`src/rtl/slint_pkg.sv`:
```
// ----------------------------------------------------------------------------
// slint_pkg: shared types and constants
// Request and result layouts, command codes and sizes for the sorted list
// intersection unit.
// ----------------------------------------------------------------------------
package slint_pkg;

  // list storage size and derived widths
  localparam int DEPTH = 64;
  localparam int AW    = (DEPTH > 1) ? $clog2(DEPTH) : 1;
  localparam int CW    = $clog2(DEPTH + 1);

  // request queue between front and back
  localparam int QDEPTH = 4;
  localparam int QAW    = $clog2(QDEPTH);
  localparam int QCW    = $clog2(QDEPTH + 1);

  // command codes on the request port
  localparam logic [1:0] CMD_LOAD_A = 2'd0;
  localparam logic [1:0] CMD_LOAD_B = 2'd1;
  localparam logic [1:0] CMD_START  = 2'd2;

  // classified operation kinds in the request queue
  localparam logic [1:0] KIND_LOAD_A = 2'd0;
  localparam logic [1:0] KIND_LOAD_B = 2'd1;
  localparam logic [1:0] KIND_START  = 2'd2;

  typedef struct packed {
    logic [1:0]  cmd;
    logic [31:0] value;
    logic        same_list;
  } req_t;

  typedef struct packed {
    logic [31:0] element;
    logic        empty_res;
    logic        found;
    logic        overflow;
    logic        last;
  } res_t;

  typedef struct packed {
    logic [1:0]  kind;
    logic [31:0] value;
    logic        same_list;
  } op_t;

  // queue head toward the back part
  typedef struct packed {
    logic avail;
    op_t  op;
  } op_head_t;

  // result push toward the output queue
  typedef struct packed {
    logic push;
    res_t item;
  } res_push_t;

endpackage

```
`src/rtl/slint_outq.sv`:
```
// ----------------------------------------------------------------------------
// slint_outq: result queue
// Holds finished results until the consumer pops them, so the merge walk
// keeps going while a result waits.
// ----------------------------------------------------------------------------
module slint_outq import slint_pkg::*; (
  input  logic      clk,
  input  logic      rst,
  input  res_push_t rp,
  output logic      oq_full,
  output logic      empty,
  input  logic      pop,
  output res_t      res
);

  res_t           q [QDEPTH];
  logic [QAW-1:0] wr_ptr;
  logic [QAW-1:0] rd_ptr;
  logic [QCW-1:0] count;
  logic           wr_en;
  logic           rd_en;

  assign oq_full = (count == QCW'(QDEPTH));
  assign empty   = (count == '0);
  assign wr_en   = rp.push && !oq_full;
  assign rd_en   = pop && !empty;

  // result storage
  always_ff @(posedge clk) begin
    if (wr_en) begin
      q[wr_ptr] <= rp.item;
    end
  end

  // queue pointers
  always_ff @(posedge clk) begin
    if (rst) begin
      wr_ptr <= '0;
      rd_ptr <= '0;
      count  <= '0;
    end else begin
      if (wr_en) begin
        wr_ptr <= (wr_ptr == QAW'(QDEPTH - 1)) ? '0 : wr_ptr + 1'b1;
      end
      if (rd_en) begin
        rd_ptr <= (rd_ptr == QAW'(QDEPTH - 1)) ? '0 : rd_ptr + 1'b1;
      end
      count <= count + QCW'(wr_en) - QCW'(rd_en);
    end
  end

  assign res = q[rd_ptr];

endmodule

```
`config.mk`:
```
export PLATFORM = sky130hd
export DESIGN_NAME = slint_outq
export DESIGN_NICKNAME = d
export VERILOG_FILES = /design/src/rtl/slint_pkg.sv /design/src/rtl/slint_outq.sv
export SDC_FILE = /design/constraint.sdc
export NUM_CORES = 1
export LEC_CHECK = 0
export BUFFER_PORTS_ARGS = -buffer_cell sky130_fd_sc_hd__buf_2
export CORE_ASPECT_RATIO = 2
export CORE_MARGIN = 2
export CORE_UTILIZATION = 60
export DETAILED_ROUTE_END_ITERATION = 8
export PLACE_DENSITY = 0.87
export SLEW_MARGIN = 20
export SYNTH_ARGS = -nofsm -noshare
export SYNTH_HDL_FRONTEND = slang
export SYNTH_SLANG_ARGS = --single-unit
```
`constraint.sdc`:
```
create_clock -name clk -period 6.2 [get_ports clk]
set_clock_uncertainty 0.05 [all_clocks]
set_input_delay 0.93 -clock clk [delete_from_list [all_inputs] [get_ports clk]]
set_output_delay 0.93 -clock clk [all_outputs]
set_load 0.01 [all_outputs]
```
# Yosys cells after proc, flatten, opt, wreduce, memory -nomap -nowiden
# Memory sizes are Yosys's and may differ from the RTL's. A register that Yosys moved wholly into a read port is not among the register bits.
# Cells that the tools add are included.
# W data, S select, Z words.
dict set report word_totals {
  reg_bits 7
  latchBits 0
  ram_bits 144
  mem_bits_ro 0
  output_inout_bits 38
  mem_count 1
}
dict set report op_classes {
  add_sub_neg 4
  n_mul 0
  n_div 0
  n_lt_le_gt_ge 0
  eq_ne 3
  shift 0
  n_mux 6
  bitwise 0
  reduce_logical 5
}
# memory depth width rd rd_ports_with_merged_regs wr line_no
set memory_table {}
lappend memory_table {q 4 36 1 1 1 slint_outq.sv:16} ;# res_t q [QDEPTH];
# cell n
set op_table {}
lappend op_table {{$mux W2} 4}
lappend op_table {{$add A2 B1 Y2 const B} 2}
lappend op_table {{$eq A2 B2 Y1 const B} 2}
lappend op_table {{$add A3 B1 Y3} 1}
lappend op_table {{$eq A3 B3 Y1 const B} 1}
lappend op_table {{$logic_not A3 Y1} 1}
lappend op_table {{$sub A3 B1 Y3} 1}
lappend op_table {{$logic_and A1 B1 Y1} 2}
lappend op_table {{$logic_not A1 Y1} 2}
lappend op_table {{$mux W1} 2}

# Longest topological paths before layout
dict set report depth {
  ltp_word 5
  depth_mapped 11
  depth_no_buf 10
}

# Least setup slack after synthesis
# OpenSTA, ideal clock, no wires.
dict set report synth_path {
  path_type {input -> register}
  from {input port pop}
  to {register count[2]}
  setup_ns 0.115
  arrival_time_ns 2.303
  required_ns 6.035
  setup_slack_ns 3.733
  stages 9
  cell_sequence {o31ai_1 > inv_1 > ha_1 > inv_1 > ha_1 > fa_1 > xnor2_1 > xnor2_1 > nor2_1}
}
dict set report synth_between {
  elab_chain_len 2
}
# item line_no
set synth_lines {}
lappend synth_lines {{from (decl)} slint_outq.sv:12} ;# input logic pop,
lappend synth_lines {{$logic_and A1 B1 Y1} slint_outq.sv:26} ;# assign rd_en = pop && !empty;
lappend synth_lines {{$sub A3 B1 Y3} slint_outq.sv:48} ;# count <= count + QCW'(wr_en) - QCW'(rd_en);
lappend synth_lines {{to (signal assigned)} slint_outq.sv:48}
lappend synth_lines {{to (decl)} slint_outq.sv:19} ;# logic [QCW-1:0] count;
# Every way passes these cells.
# A chain may end at the register's enable or synchronous reset.

==> results.md <==
- Outcome: finished clean
- Die span in y: 141.6 µm
- Fin crit period: 3.329 ns
- Root buffer cell: clkbuf_16
- Distinct cell type count after synthesis: 25
- Synthesized netlist net count: 286
- HPWL after detailed placement: 5620 µm
- Worst hold-check slack: 0.4647 ns
- Antenna-violating nets left: 0
- Fraction of registers with async set/reset: 0
- Worst Setup Start Kind: register
- Initial standard-cell utilization of the core: 0.6135
- Largest cells by area after synthesis: edfxtp_1 76%, mux4_2 14%, dfxtp_1 3.2%, ha_1 1.5%, buf_6 0.79%
- PD cells: 427.5 nW/µm²
- Synth Instances: 238
- Classification of the worst setup path: reg2out
- Largest family of logic cells by synthesized area: multiplexers
- Combined area of all synthesized cells: 5680 µm²
- Setup-failing EPs final: 0
- Vias in the first global route: 2891
- Clock Sinks: 153
- Total of warnings raised by yosys: 0
- Post-synthesis register bit count: 153
- Global-route wire length before repair: 15010 µm
- Total Routed Length: 9484 µm
- Mean Syn Cell Area: 23.87 µm²
- Std-Cell Rows: 50
- Mux cell area share after synthesis: 0.1445
- Share of the synthesized area in the top cell type: 0.7612
- Data required time at the worst endpoint: 5.22 ns
- Type of the worst min-delay path: reg2reg
- Max cap viols: 0
- Post-place setup slack: 3.219 ns
- DR pass1 iterations: 4
- Die X: 72.80 µm
- Kind of end point of the critical path: primary output
- CP arrival: 2.35 ns
- Die Area: 10310 µm²
- Post-route clock period utilization: 0.5369
- Fin Setup TNS: 0 ns
- Arithmetic-cell share of the synthesized area counting full adders, half adders and majority gates: 0.01894
- Leading post-synthesis cells by instance count: 144 x edfxtp_1, 36 x mux4_2, 9 x dfxtp_1, 8 x inv_1, 7 x ha_1
- Maximum fanout encountered on the critical timing path: 21
- Share of the synthesized area in compound gates (AO/OA/AOI/OAI): 0.006608
- FMAX: 0.3004 GHz
- Diodes inserted: 0
- Pin count of the biggest net entering global routing: 37
- Routed len/inst: 21.41 µm
- Number of port buffers: 77
- XOR/XNOR Fraction of Synth Area: 0.003084
- Sequential fraction of the synthesis area: 0.7930
- Tightest Pin Transition: 0.9601 ns
- Most frequent cell after synthesis: edfxtp_1
- Number of endpoints with negative hold slack in the final report: 0
- Static leakage power: 2.359 nW
- FF-to-FF setup slack: 3.75 ns
- Max_slew headroom: 0.3599
- Total of cells resized after clock tree synthesis: 0
- Count of vias placed by the detailed router: 2607
- Number of H-tree levels: 4
- Layout net count: 374
- Global-route usage over all layers: 0.2060
- Post-Synth Simple-Gate Area: 0.01696
- Number of clock buffers inserted by TritonCTS: 17
- Buffers inserted during post-CTS setup optimization: 0
- Clk_lat worst skew: 0.41 ns
- Via-to-Cell Ratio: 5.885
- Number of violations reported at the end of detailed-routing iteration 0: 129
- Final Power: 0.002892 W
- Most used DFF post-synth: edfxtp_1
- DRC Markers: 0
- Weighted congestion reported at the end of routability-driven placement: 0.7202
- CTS Buffer Depth: 2
- Final Slew Violations: 0
- TritonCTS clock tree: done
- Unrepaired setup endpoints after global routing: no
- Post-CTS clock slew at the launch and capture registers of the worst setup and hold paths: 0.06 ns
- Final worst slack: 2.871 ns
- Core Region: 9259 µm²
- Area growth, synth to finish: 19.07%
- Top-level I/O count: 78
- Share of layout cells above drive strength 1: 0.4543
- Number of antenna violations at the first check in global routing: 0
- Hold buffer count at CTS: 0
- Overflow left after global routing: 0
- Count of flip-flops with a built-in enable after synthesis: 144
- Library cell occupying the most area in the post-synthesis netlist: edfxtp_1
- Worst supply voltage drop on vdd: 0.0004173 V
-- flip-flops by register name, summed over array words and instances (netlist names), named ones only --
signal  flops
q         144
wr_ptr      2
count       3
rd_ptr      2
-- cells in the final DEF (no fill, tap or decap), types with 3 or more instances in the layout --
cell,instances
edfxtp_1,144
buf_2,77
mux4_2,36
clkbuf_16,17
inv_1,8
ha_1,7
dfxtp_1,7
and3_2,4
bufinv_16,4
clkinv_2,4
clkinvlp_4,3
inv_6,3
-- cells by family (layout without fill, tap and decap cells) --
kind of cell    after synthesis  after routing
fa+ha+maj                     8              8
simple gates                 16             16
xor+xnor                      2              2
compound gates                5              5
flops                       153            153
buf+inv                      17            118
mux                          37             37
-- final cells by class --
type                    instances  area, µm²
well taps                     104      130.1
repair buffers                 78      392.9
fillers                       555       2495
clock buffers                  17      425.4
multi-input cells              68       1081
flip-flops and latches        153       4507
inverters                       8      30.03
clock inverters                15      197.7
-- where the power goes --
group | internal, W | switching [W]
sequential | 0.00125 | 0.0000657
clock | 0.000674 | 0.000403
combinational | 0.000252 | 0.000244
total | 0.00218 | 0.000712
-- metrics by stage --
| step | cells | cell area, µm² | utilization |
|---|---|---|---|
| finish | 443 | 6764 | 0.7305 |
| floorplan | 238 | 5680 | - |
| CTS | 443 | 6764 | 0.7305 |
| detailed placement | 411 | 6141 | 0.6632 |
| global route | 443 | 6764 | 0.7305 |
| global placement | 411 | 6141 | 0.6632 |
-- final timing paths --
path,start,endpoint,depth (start not counted)
setup / recovery,register,res[2],3
hold / removal,rd_ptr[0]$_SDFFE_PP0N_,register,2
setup reg to reg,count[1]$_SDFF_PP0_,count[2]$_SDFF_PP0_,10
hold reg to reg,rd_ptr[0]$_SDFFE_PP0N_,register,2
-- layer usage --
layer  track usage  part of all wire  vias up
met1        0.2348              0.37     1322
met5             0                 0        -
met4        0.1004             0.033        0
li1              -                 -     1167
met2        0.3364              0.54       91
met3       0.07884             0.056       27
-- critical path: stages (launching register included) --
cell	delay [ns]
dfxtp_2	0.68
buf_4	0.50
mux4_2	0.58
buf_2	0.16
(Power assumes the default switching activity.)
