$ cat src/rtl/slint_pkg.sv
// ----------------------------------------------------------------------------
// slint_pkg: shared types and constants
// Request and result layouts, command codes and sizes for the sorted list
// intersection unit.
// ----------------------------------------------------------------------------
package slint_pkg;

  // list storage size and derived widths
  localparam int DEPTH = 64;
  localparam int AW    = (DEPTH > 1) ? $clog2(DEPTH) : 1;
  localparam int CW    = $clog2(DEPTH + 1);

  // request queue between front and back
  localparam int QDEPTH = 4;
  localparam int QAW    = $clog2(QDEPTH);
  localparam int QCW    = $clog2(QDEPTH + 1);

  // command codes on the request port
  localparam logic [1:0] CMD_LOAD_A = 2'd0;
  localparam logic [1:0] CMD_LOAD_B = 2'd1;
  localparam logic [1:0] CMD_START  = 2'd2;

  // classified operation kinds in the request queue
  localparam logic [1:0] KIND_LOAD_A = 2'd0;
  localparam logic [1:0] KIND_LOAD_B = 2'd1;
  localparam logic [1:0] KIND_START  = 2'd2;

  typedef struct packed {
    logic [1:0]  cmd;
    logic [31:0] value;
    logic        same_list;
  } req_t;

  typedef struct packed {
    logic [31:0] element;
    logic        empty_res;
    logic        found;
    logic        overflow;
    logic        last;
  } res_t;

  typedef struct packed {
    logic [1:0]  kind;
    logic [31:0] value;
    logic        same_list;
  } op_t;

  // queue head toward the back part
  typedef struct packed {
    logic avail;
    op_t  op;
  } op_head_t;

  // result push toward the output queue
  typedef struct packed {
    logic push;
    res_t item;
  } res_push_t;

endpackage

$ cat src/rtl/slint_front.sv
// ----------------------------------------------------------------------------
// slint_front: request intake and queue
// Accepts requests, drops unused command codes and queues classified
// operations for the back part.
// ----------------------------------------------------------------------------
module slint_front import slint_pkg::*; (
  input  logic     clk,
  input  logic     rst,
  input  logic     push,
  output logic     full,
  input  req_t     req,
  output op_head_t head,
  input  logic     head_pop
);

  op_t            q [QDEPTH];
  logic [QAW-1:0] wr_ptr;
  logic [QAW-1:0] rd_ptr;
  logic [QCW-1:0] count;
  logic           accept;
  logic           keep;
  logic           wr_en;
  logic           rd_en;
  op_t            op_in;

  // classify the incoming request
  always_comb begin
    op_in.value     = req.value;
    op_in.same_list = req.same_list;
    op_in.kind      = KIND_LOAD_A;
    keep            = 1'b1;
    unique case (req.cmd)
      CMD_LOAD_A: op_in.kind = KIND_LOAD_A;
      CMD_LOAD_B: op_in.kind = KIND_LOAD_B;
      CMD_START:  op_in.kind = KIND_START;
      default:    keep       = 1'b0;
    endcase
  end

  assign full   = (count == QCW'(QDEPTH));
  assign accept = push && !full;
  assign wr_en  = accept && keep;
  assign rd_en  = head_pop && (count != '0);

  // queue storage
  always_ff @(posedge clk) begin
    if (wr_en) begin
      q[wr_ptr] <= op_in;
    end
  end

  // queue pointers
  always_ff @(posedge clk) begin
    if (rst) begin
      wr_ptr <= '0;
      rd_ptr <= '0;
      count  <= '0;
    end else begin
      if (wr_en) begin
        wr_ptr <= (wr_ptr == QAW'(QDEPTH - 1)) ? '0 : wr_ptr + 1'b1;
      end
      if (rd_en) begin
        rd_ptr <= (rd_ptr == QAW'(QDEPTH - 1)) ? '0 : rd_ptr + 1'b1;
      end
      count <= count + QCW'(wr_en) - QCW'(rd_en);
    end
  end

  assign head.avail = (count != '0);
  assign head.op    = q[rd_ptr];

endmodule

$ cat config.mk
export PLATFORM = sky130hd
export DESIGN_NAME = slint_front
export DESIGN_NICKNAME = d
export VERILOG_FILES = /design/src/rtl/slint_pkg.sv /design/src/rtl/slint_front.sv
export SDC_FILE = /design/constraint.sdc
export NUM_CORES = 1
export LEC_CHECK = 0
export ABC_AREA = 1
export BUFFER_PORTS_ARGS = -buffer_cell sky130_fd_sc_hd__clkbuf_2
export CORE_MARGIN = 10
export CORE_UTILIZATION = 38
export CTS_BUF_LIST = sky130_fd_sc_hd__clkbuf_4 sky130_fd_sc_hd__clkbuf_8 sky130_fd_sc_hd__clkbuf_16
export DETAILED_ROUTE_END_ITERATION = 10
export GPL_TIMING_DRIVEN = 0
export PLACE_DENSITY_LB_ADDON = 0.12
export SLEW_MARGIN = 20
export SYNTH_ARGS = -nofsm -noshare
export SYNTH_HDL_FRONTEND = slang
export SYNTH_SLANG_ARGS = --single-unit
$ cat constraint.sdc
create_clock -name clk -period 3.1 [get_ports clk]
set_input_delay 0.31 -clock clk [delete_from_list [all_inputs] [get_ports clk]]
set_output_delay 0.31 -clock clk [all_outputs]
set_load 0.02 [all_outputs]
# After elaboration in Yosys (flattened, before gate mapping)
# Memory sizes are Yosys's and may differ from the RTL's. A register that Yosys moved wholly into a read port is not among the register bits.
# Index checks and enable logic that the tools add are counted.
# classes
n_eq_ne,5
muxes,8
reduce_logical,7
n_addsub,4
# op_table
op,n
2-to-1 mux 2 bit,4
== test 2 bit (second input constant),3
adder 2 x 1 -> 2 bit (second input constant),2
one-hot mux 2 bit (2 select lines),1
adder 3 x 1 -> 3 bit,1
== test 3 bit (second input constant),1
logical AND 1 bit,3
2-to-1 mux 1 bit,3
nonzero test 3 bit,1
OR reduction 3 bit,1
subtractor 3 x 1 -> 3 bit,1
== test 2 x 1 -> 1 bit (second input constant),1
logical NOT 2 bit,1
logical NOT 1 bit,1
# word_totals
inputBits,39
memories,1
regBits,7
word_cells,28
ramBits,140
# memory_table
memory,depth,width,rd,rd_clocked_by_memory_dff,write_ports,line,source
q,4,35,1,1,1,slint_front.sv:16,op_t q [QDEPTH];

# Depth between registers and ports, before layout
# Gate-level depths: netlist of the first run.
# logic_depth
depth_word,6
ltp_mapped,11
ltp_nobuf,11

# Least setup slack after synthesis of the first run
# Ideal clock, no wire load.
# synth_timing
path_type,register to register
from,register count[1]
to,memory q[0][0] (netlist name) (enable)
arrival_ns,2.173
slack_ns,0.500
setup_time_ns,0.427
path_stages_with_launch,5
t_required_ns,2.673
path_buffers,0
path_cell_list,dfxtp_1 -> inv_1 -> nand3_1 -> nand2_2 -> nor2_1
# synth_between
elab_chain_cells,6
# synth_rtl
item,line,source
start: declaration,slint_front.sv:19,logic [QCW-1:0] count;
start signal: assignment,slint_front.sv:65,count <= count + QCW'(wr_en) - QCW'(rd_en);
== test 3 bit,slint_front.sv:40,assign full = (count == QCW'(QDEPTH));
logical NOT 1 bit,slint_front.sv:41,assign accept = push && !full;
logical AND 1 bit,slint_front.sv:41,
logical AND 1 bit,slint_front.sv:42,assign wr_en = accept && keep;
2-to-1 mux 1 bit,slint_front.sv:47,if (wr_en) begin
2-to-1 mux 1 bit (not written as such),slint_front.sv:48,q[wr_ptr] <= op_in;
end: declaration,slint_front.sv:16,
# Every way passes these cells.

==> metrics, run 1 <==
number of global-route vias before repair=3660; final WL=13040 um; switching part of the total=33.53%; # rows=44; Post-CTS Setup Repair Bufs=0; RSZ-0062 raised after global routing=no; DP HPWL=8586 um; Clock Skew=0.005385 ns; most frequent cell after synthesis=edfxtp_1; DR pass1 iterations=4; multi-input logic area=1135 um^2; YS warnings=0; Port Buffer Count=75; drt drc=0; proportion of layout cells with a drive suffix above 1=26.49%; Overflow after GRT=0; Final Wtd Congestion=0.7411; # IOs=76; largest area contributor in the netlist=edfxtp_1; global-route wire length before repair=20410 um; Synth top cells by count=edfxtp_1, nor2_1, o21ai_0, o22ai_1, buf_2; Reg power frac=39.1%; Setup violations, final=0; Max VDD drop=370.2 uV; Hold Fails Final Rpt=0; Layout Nets=555; CTS tree=yes; # diodes=0; largest net degree at the start of global routing=22; Slew headroom=51.80%; # H-tree levels=4; CTS Hold Buffers Added=0; Total GRT Usage=13.29%; FF+latch count, synth=149; placed cell area=6451 um^2; Logic pwr share=30.3%; largest cells by area after synthesis=edfxtp_1, nor2_1, o21ai_0; # resized after CTS=0; Clock power frac=30.6%; Mapped Cells=408; antenna-violating nets left=0; Post-Route Utilization=48.06%; Leak=0.002577 uW; 1st-iter DRT viols=223; critical path capture point type=output port; Max Slew Vio Count=0; total number of vias=3546; clock tree sinks=149; async set-reset flop share out of synthesis=0%; Initial Util=38.87%; CP startpoint kind=flip-flop; final instance area=7012 um^2; post-synth top area share=74.14%; Slew @ Worst Pin=0.7214 ns; R2R Setup Slk=1.01 ns; crit path max fanout=10; clock buffer depth=2; detailed-route vias per instance=5.030; Worst Path Required=2.79 ns; pre-CTS setup slack=0.9304 ns; run status=completed; Root Driver=clkbuf_16; Arr. time, crit path=1.85 ns; # fillers=1313; Die Wd=142.2 um; HP Class=input pin to flip-flop; crit path time final=2.164 ns; EDFF count, synth=140; Main synth FF type=edfxtp_1; Avg WL per Cell=18.49 um; CTS clk-pin slew, worst paths=0.06 ns; sequential element share of the synthesized area=77.32%; Netlist cell types=22; Synth Net Count=455; sequential cell area=4384 um^2; Max Freq=462.1 MHz; area delta synth->final=23.65%; syn_area_per_cell=13.90 um^2; cell area after synthesis=5670 um^2; initial antenna violation count=0; Core Box Area=14590 um^2; worst skew pair latency=0.41 ns; setup slack after layout=0.9360 ns; die area=20210 um^2; max cap viols=0; Die Ht=142.2 um; PD cells=901.1 nW/um^2; Crit Path Class=flip-flop to output port; switching pwr=2119 uW; PnR Total Power=6318 uW; CTS buffer count=17; Internal Power=4199 uW; Final Cycle Share=69.81%
[worst paths after layout]
check / endpoint / from / depth (start not counted)
max: head[2] / flip-flop / 5
max reg2reg: count[2]$_SDFF_PP0_ / count[1]$_SDFF_PP0_ / 10
min: count[1]$_SDFF_PP0_ / rst / 2
min reg2reg: flip-flop / rd_ptr[1]$_SDFFE_PP0N_ / 2
[cell type report]
class	instances	area share (%)
inverter	18	0.9993
clock buffer	20	6.388
clock inverter	12	1.606
buffer	21	1.588
timing repair buffer	81	7.423
multi-input combinational	220	16.18
sequential	149	62.53
tap	184	3.283
[cells in the final DEF (no fill, tap or decap), drive strengths merged]
master	n
clkbuf	98
xor2	1
a21oi	2
o22ai	35
nand2	9
clkinvlp	3
dfxtp	9
fa	1
nand3	2
buf	24
nand3b	2
inv	18
a21boi	1
clkinv	7
ha	7
o21ai	70
nor2	89
bufinv	2
edfxtp	140
or2	1
[per-stage QoR]
stage          instances  hold slack (ns)  TNS [ns]
2_1_floorplan        408           0.3767         0
3_3_place_gp         667           0.4953   -137.46
3_5_place_dp         673           0.5100         0
4_1_cts              705          0.06017         0
5_1_grt              705          0.08640         0
6_report             705          0.08104         0
[critical path: stages, from the launching register on]
cell      delay (ns)
dfxtp_1         0.41
inv_2           0.18
buf_2           0.26
o21ai_0         0.13
o22ai_1         0.23
clkbuf_2        0.23
[routing by layer]
metal	wire (um)	global-route usage, %
met1	5927	16.89
met2	6206	20.82
met3	749	4.206
met4	155	4.841
met5	0	0
[state kept, by name, summed over array words and instances, names as in the netlist, named ones only]
name	flops
q	140
wr_ptr	2
count	3
rd_ptr	2
[cells by family after synthesis]
logic type      count (synthesis)  synth area share, %
fa+ha+maj                       8                1.898
compound gates                108                10.35
buf+inv                        39                3.199
simple gates                  103                7.083
flops                         149                77.32
xor+xnor                        1               0.1545
[power by group through the flow]
stage | registers [uW] | logic, uW | clock network, uW
global route | 2490 | 2130 | 2070
CTS | 2470 | 1980 | 1980
detailed placement | 2510 | 1980 | 0
floorplan | 2500 | 1190 | 0
global placement | 2530 | 1880 | 0
finish | 2470 | 1910 | 1930
Note: power is estimated with default switching activity, not from simulation.
==> run 2: changes to the inputs <==
--- a/config.mk
+++ b/config.mk
@@ -5,7 +5,7 @@
 export SDC_FILE = /design/constraint.sdc
 export NUM_CORES = 1
 export LEC_CHECK = 0
-export ABC_AREA = 1
+export ABC_AREA = 0
 export BUFFER_PORTS_ARGS = -buffer_cell sky130_fd_sc_hd__clkbuf_2
 export CORE_MARGIN = 10
 export CORE_UTILIZATION = 38
==> constraint.sdc (replaced) <==
create_clock -name clk -period 2.2 [get_ports clk]
set_input_delay 0.22 -clock clk [delete_from_list [all_inputs] [get_ports clk]]
set_output_delay 0.22 -clock clk [all_outputs]
set_load 0.02 [all_outputs]
==> run 2 against run 1 <==
The flow now finishes with violations (setup timing). Count of clock-buffer cells in the layout is 1 lower. Utilization fell by 0.67 points. Register-to-register slack got worse by 1.0 ns. Final cell count decreased by 24%. Flip-flop and latch count did not move. Clock skew grew 0.0031 ns. Synthesized cell count is 42% lower. Non-clock buffer count down 11. Global-route usage is 2.1 points lower. Clock power is 34% higher. Synthesized area is 2.2% lower. Sequential power grew 40%. Critical endpoint is now count[2]$_SDFF_PP0_.
==> metrics, run 2 <==
Netlist cell types=27; Main synth FF type=edfxtp_1; Port Buffer Count=74; global-route wire length before repair=16700 um; final WL=10440 um; # diodes=0; Leak=0.002383 uW; post-synth top area share=75.81%; largest cells by area after synthesis=edfxtp_1, mux4_2, dfxtp_1; Root Driver=clkbuf_16; CTS tree=yes; Initial Util=38.45%; R2R Setup Slk=-0.005 ns; sequential element share of the synthesized area=79.06%; Hold Fails Final Rpt=0; largest area contributor in the netlist=edfxtp_1; Overflow after GRT=0; run status=finished with violations; Clock Skew=0.008506 ns; # H-tree levels=4; crit path max fanout=3; Setup violations, final=1; Max Slew Vio Count=0; die area=19820 um^2; Crit Path Class=flip-flop to flip-flop; 1st-iter DRT viols=129; Core Box Area=14420 um^2; Die Ht=140.8 um; top flop regs=q (140), count (3); Worst Path Required=2.53 ns; YS warnings=0; proportion of layout cells with a drive suffix above 1=49.14%; Die Wd=140.8 um; pre-CTS setup slack=-0.1748 ns; clock buffer depth=2; PnR Total Power=7963 uW; total number of vias=2597; CP startpoint kind=flip-flop; drt drc=0; initial antenna violation count=0; Final Wtd Congestion=0.6863; PD cells=1165 nW/um^2; Avg WL per Cell=19.55 um; largest net degree at the start of global routing=36; detailed-route vias per instance=4.863; Total GRT Usage=11.23%; CTS clk-pin slew, worst paths=0.06 ns; cell area after synthesis=5545 um^2; M1 WL=4605 um; most common cell after layout, fill and taps aside=edfxtp_1; crit path launch=count[0]$_SDFF_PP0_; setup slack after layout=-0.005121 ns; RR Endpoint=count[2]$_SDFF_PP0_; HP Class=input pin to flip-flop; Synth top cells by count=edfxtp_1, mux4_2, dfxtp_1, ha_1, inv_1; DR WL met3=538 um; worst hold slack=0.02571 ns; area delta synth->final=23.26%; # IOs=76; number of global-route vias before repair=2993; Slew @ Worst Pin=1.002 ns; async set-reset flop share out of synthesis=0%; Max VDD drop=532.5 uV; Final Cycle Share=100.2%; Largest Register=q; crit path time final=2.205 ns; highest metal used=met4; most frequent cell after synthesis=edfxtp_1; DP HPWL=6434 um; FF+latch count, synth=149; Worst Hold Depth=1; clock tree sinks=149; Hold Path End=q[3][26]$_DFFE_PP_; number of flip-flops in the largest register=140; # rows=44; CTS Hold Buffers Added=0; CTS buffer count=17; most frequent cells in the layout=edfxtp_1, clkbuf_2, mux4_2, clkbuf_16, buf_4; Layout Nets=384; Slew headroom=33.20%; WL met2=5077 um; Synth Net Count=284; syn_area_per_cell=23.40 um^2; critical hold path startpoint=req[26]; antenna-violating nets left=0; DR pass1 iterations=4; Arr. time, crit path=2.54 ns; Max Freq=453.5 MHz; critical path capture point type=flip-flop; worst r2r src=count[0]$_SDFF_PP0_; failing checks=setup timing; Mapped Cells=237; EDFF count, synth=140; worst-case reg-to-reg path depth=11; RSZ-0062 raised after global routing=yes; worst skew pair latency=0.42 ns; max cap viols=0
[run 2: cell count changes after synthesis, sizes merged, moves of 3 or more]
cell	before	now
nand2	9	2
buf	18	9
o21ai	70	0
and2	0	5
nor2b	0	3
o22ai	35	0
nor2	89	4
inv	18	7
mux4	0	35
[run 2: per-layer routing]
layer | GRT usage [%] | vias up
li1 | - | 1175
met4 | 5.761 | 0
met3 | 4.199 | 18
met5 | 0 | -
met2 | 17.09 | 64
met1 | 13.70 | 1340
[run 2: layout make-up]
| class | instances | area [um^2] |
|---|---|---|
| Buffer | 9 | 73.82 |
| Clock buffer | 19 | 440.4 |
| Clock inverter | 13 | 91.34 |
| Fill cell | 1254 | 7589 |
| Inverter | 7 | 28.78 |
| Multi-Input combinational cell | 71 | 1135 |
| Sequential cell | 149 | 4393 |
| Tap cell | 184 | 230.2 |
| Timing Repair Buffer | 82 | 442.9 |
[run 2: timing repair]
item,in CTS,in global routing
setup endpoints to repair,31,2
pin swaps,9,6
setup buffers,6,1
gates resized for setup,21,4
[run 2: metrics by stage]
stage                     setup TNS, ns  cells  cell area [um^2]  util, %
final                         -0.005121    534              6835    47.39
after global routing           -0.07431    534              6835    47.39
after CTS                       -0.1212    533              6810    47.22
after detailed placement        -0.1748    496              6172    42.79
after global placement           -21.53    495              6151    42.64
after floorplan                -0.02999    237              5550        -
[run 2: worst max path at each step]
stage               cells past startpoint                  end  slack (ns)
global route                           11  count[2]$_SDFF_PP0_       -0.07
floorplan                              12  count[2]$_SDFF_PP0_       -0.03
CTS                                    11  count[2]$_SDFF_PP0_       -0.12
detailed placement                     10  count[2]$_SDFF_PP0_       -0.17
finish                                 11  count[2]$_SDFF_PP0_      -0.005
global placement                        4   q[1][29]$_DFFE_PP_       -0.61
[run 2: where the power goes]
group	switching, uW	internal [uW]
Clock	1040	1550
Sequential	66.6	3390
Combinational	1070	844
Total	2180	5780
[run 2: cells by family (layout without fill, tap and decap cells)]
kind of cell,after synthesis,after routing,synth area share [%]
mux,38,38,14.85
flops,149,149,79.06
fa+ha+maj,8,8,1.940
simple gates,22,22,2.302
buf+inv,17,130,1.467
xor+xnor,1,1,0.1580
compound gates,2,2,0.2256
[run 2: worst max-delay path, cell delays in order (launching register included)]
cell and delay, ns:
dfxtp_4 0.34, or3b_1 0.39, and3_4 0.17, inv_2 0.06
ha_4 0.19, inv_4 0.05, ha_4 0.12, inv_2 0.03
fa_2 0.35, xor2_2 0.16, and2_1 0.13, nor3_1 0.13
==> run 3: changes to the inputs <==
--- a/config.mk
+++ b/config.mk
@@ -8,7 +8,7 @@
 export ABC_AREA = 0
 export BUFFER_PORTS_ARGS = -buffer_cell sky130_fd_sc_hd__clkbuf_2
 export CORE_MARGIN = 10
-export CORE_UTILIZATION = 38
+export CORE_UTILIZATION = 35
 export CTS_BUF_LIST = sky130_fd_sc_hd__clkbuf_4 sky130_fd_sc_hd__clkbuf_8 sky130_fd_sc_hd__clkbuf_16
 export DETAILED_ROUTE_END_ITERATION = 10
 export GPL_TIMING_DRIVEN = 0
==> constraint.sdc (replaced) <==
create_clock -name clk -period 2.2 [get_ports clk]
set_input_delay 0.22 -clock clk [delete_from_list [all_inputs] [get_ports clk]]
set_output_delay 0.22 -clock clk [all_outputs]
set_load 0.1 [all_outputs]
==> run 3 against run 2 <==
The run now ends clean. Cell area grew 5.6%. First-iteration DRC count down 11%. Combinational power up 110%. Utilization fell by 0.43 points. Sequential share of layout area decreased by 3.4 points. Sequential power hardly changed. Critical path type unchanged. Critical endpoint unchanged.
==> metrics, run 3 (synthesized netlist as in run 2, its figures left out) <==
run status=completed; Clock Skew=0.01139 ns; global-route wire length before repair=16110 um; CTS clk-pin slew, worst paths=0.06 ns; CP delay by family, top=simple AND/OR/NAND/NOR gates; CTS buffer count=17; drt drc=0; most common cell after layout, fill and taps aside=edfxtp_1; detailed-route vias per instance=4.591; crit path time final=2.165 ns; Final Wtd Congestion=0.6647; # IOs=76; Hold Fails Final Rpt=0; critical path capture point type=flip-flop; Die Wd=145.9 um; Die Ht=145.9 um; Post-Route Utilization=46.96%; CP startpoint kind=flip-flop; # diodes=0; slowest CP cell=or3b_4; CTS Hold Buffers Added=0; worst skew pair latency=0.41 ns; Worst Path Required=2.50 ns; PnR Total Power=10390 uW; # rows=45; Final Cycle Share=98.43%; most frequent cells in the layout=edfxtp_1, clkbuf_2, mux4_2, clkbuf_8, clkbuf_16; crit path max fanout=4; number of flip-flops in the largest register=140; Core Box Area=15370 um^2; largest net degree at the start of global routing=36; Layout Nets=382; Worst path max stage delay=0.39 ns; Setup violations, final=0; proportion of layout cells with a drive suffix above 1=49.86%; Max Freq=461.8 MHz; final WL=10560 um; 1st-iter DRT viols=115; area delta synth->final=30.17%; Slew @ Worst Pin=0.6021 ns; # H-tree levels=4; Avg WL per Cell=18.92 um; Root Driver=clkbuf_16; DR pass1 iterations=4; Placed Cells=523; Overflow after GRT=0; worst hold slack=0.02656 ns; Crit Path Class=flip-flop to flip-flop; Initial Util=36.08%; die area=21280 um^2; Post-Layout Cell Count=558; number of global-route vias before repair=2800; RSZ-0062 raised after global routing=yes; total number of vias=2562; top flop regs=q (140), count (3); HP Class=input pin to flip-flop; clock tree sinks=149; CP Cell Sequence=or3b_4 -> and3_4 -> inv_4 -> ha_4 -> inv_2 -> ha_4 -> inv_2 -> fa_2 -> xor2_2 -> and2_4 -> nor3_2; Total GRT Usage=10.23%; crit path buf inv count=3; Max VDD drop=636.5 uV; Leak=0.002501 uW; max cap viols=0; DP HPWL=6430 um; Arr. time, crit path=2.47 ns; Max Slew Vio Count=0; CTS tree=yes; initial antenna violation count=0; worst-case reg-to-reg path depth=11; Port Buffer Count=74; PD cells=1440 nW/um^2; critical path depth in cells=11; Slew headroom=59.86%; antenna-violating nets left=0; clock buffer depth=2; Largest Register=q; Worst Hold Depth=1
## run 3: what timing repair did
| item | in CTS | in global routing |
|---|---|---|
| endpoints found under the setup margin | 32 | 136 |
| gates resized for setup | 82 | 16 |
| setup buffers | 3 | 2 |
| pin swaps | 7 | 4 |
## run 3: metal layers
layer | GRT usage, % | share of wire, % | vias to the layer above
met2 | 16.61 | 51 | 63
met4 | 4.398 | 1.4 | 0
li1 | - | - | 1173
met5 | 0 | 0 | -
met3 | 4.315 | 5.9 | 12
met1 | 11.57 | 42 | 1314
## run 3: stage by stage
stage               setup slack (ns)  TNS [ns]  area (um^2)
global route                -0.07944  -0.07944         7218
CTS                          -0.1031   -0.1031         7144
global placement             -0.6207    -21.72         6185
floorplan                   -0.02999  -0.02999         5550
finish                       0.03460         0         7218
detailed placement           -0.1701   -0.2585         6206
## run 3: worst reg2reg max path: stages, from the launching register on
cell	delay [ns]
dfxtp_4	0.36
or3b_4	0.39
and3_4	0.17
inv_4	0.05
ha_4	0.18
inv_2	0.06
ha_4	0.12
inv_2	0.03
fa_2	0.34
xor2_2	0.16
and2_4	0.16
nor3_2	0.03
## run 3: area by class of cell
type	count	area, um^2
plain buffers	9	96.34
clock buffers	18	432.9
clock inverters	13	163.9
fillers	1315	8153
inverters	7	28.78
multi-input cells	71	1149
flip-flops and latches	149	4393
well taps	211	264.0
repair buffers	80	690.7
## run 3: power by group
part,internal [uW],switching [uW]
registers,3390,84.3
clock network,1880,1040
logic,1210,2790
total,6480,3910
## run 3: final timing paths
check / end / slack, ns / startpoint
min: q[2][12]$_DFFE_PP_ / 0.03 / req[12]
min reg2reg: rd_ptr[0]$_SDFFE_PP0N_ / 0.50 / rd_ptr[0]$_SDFFE_PP0N_
max: count[2]$_SDFF_PP0_ / 0.03 / count[1]$_SDFF_PP0_
max reg2reg: count[2]$_SDFF_PP0_ / 0.03 / count[1]$_SDFF_PP0_
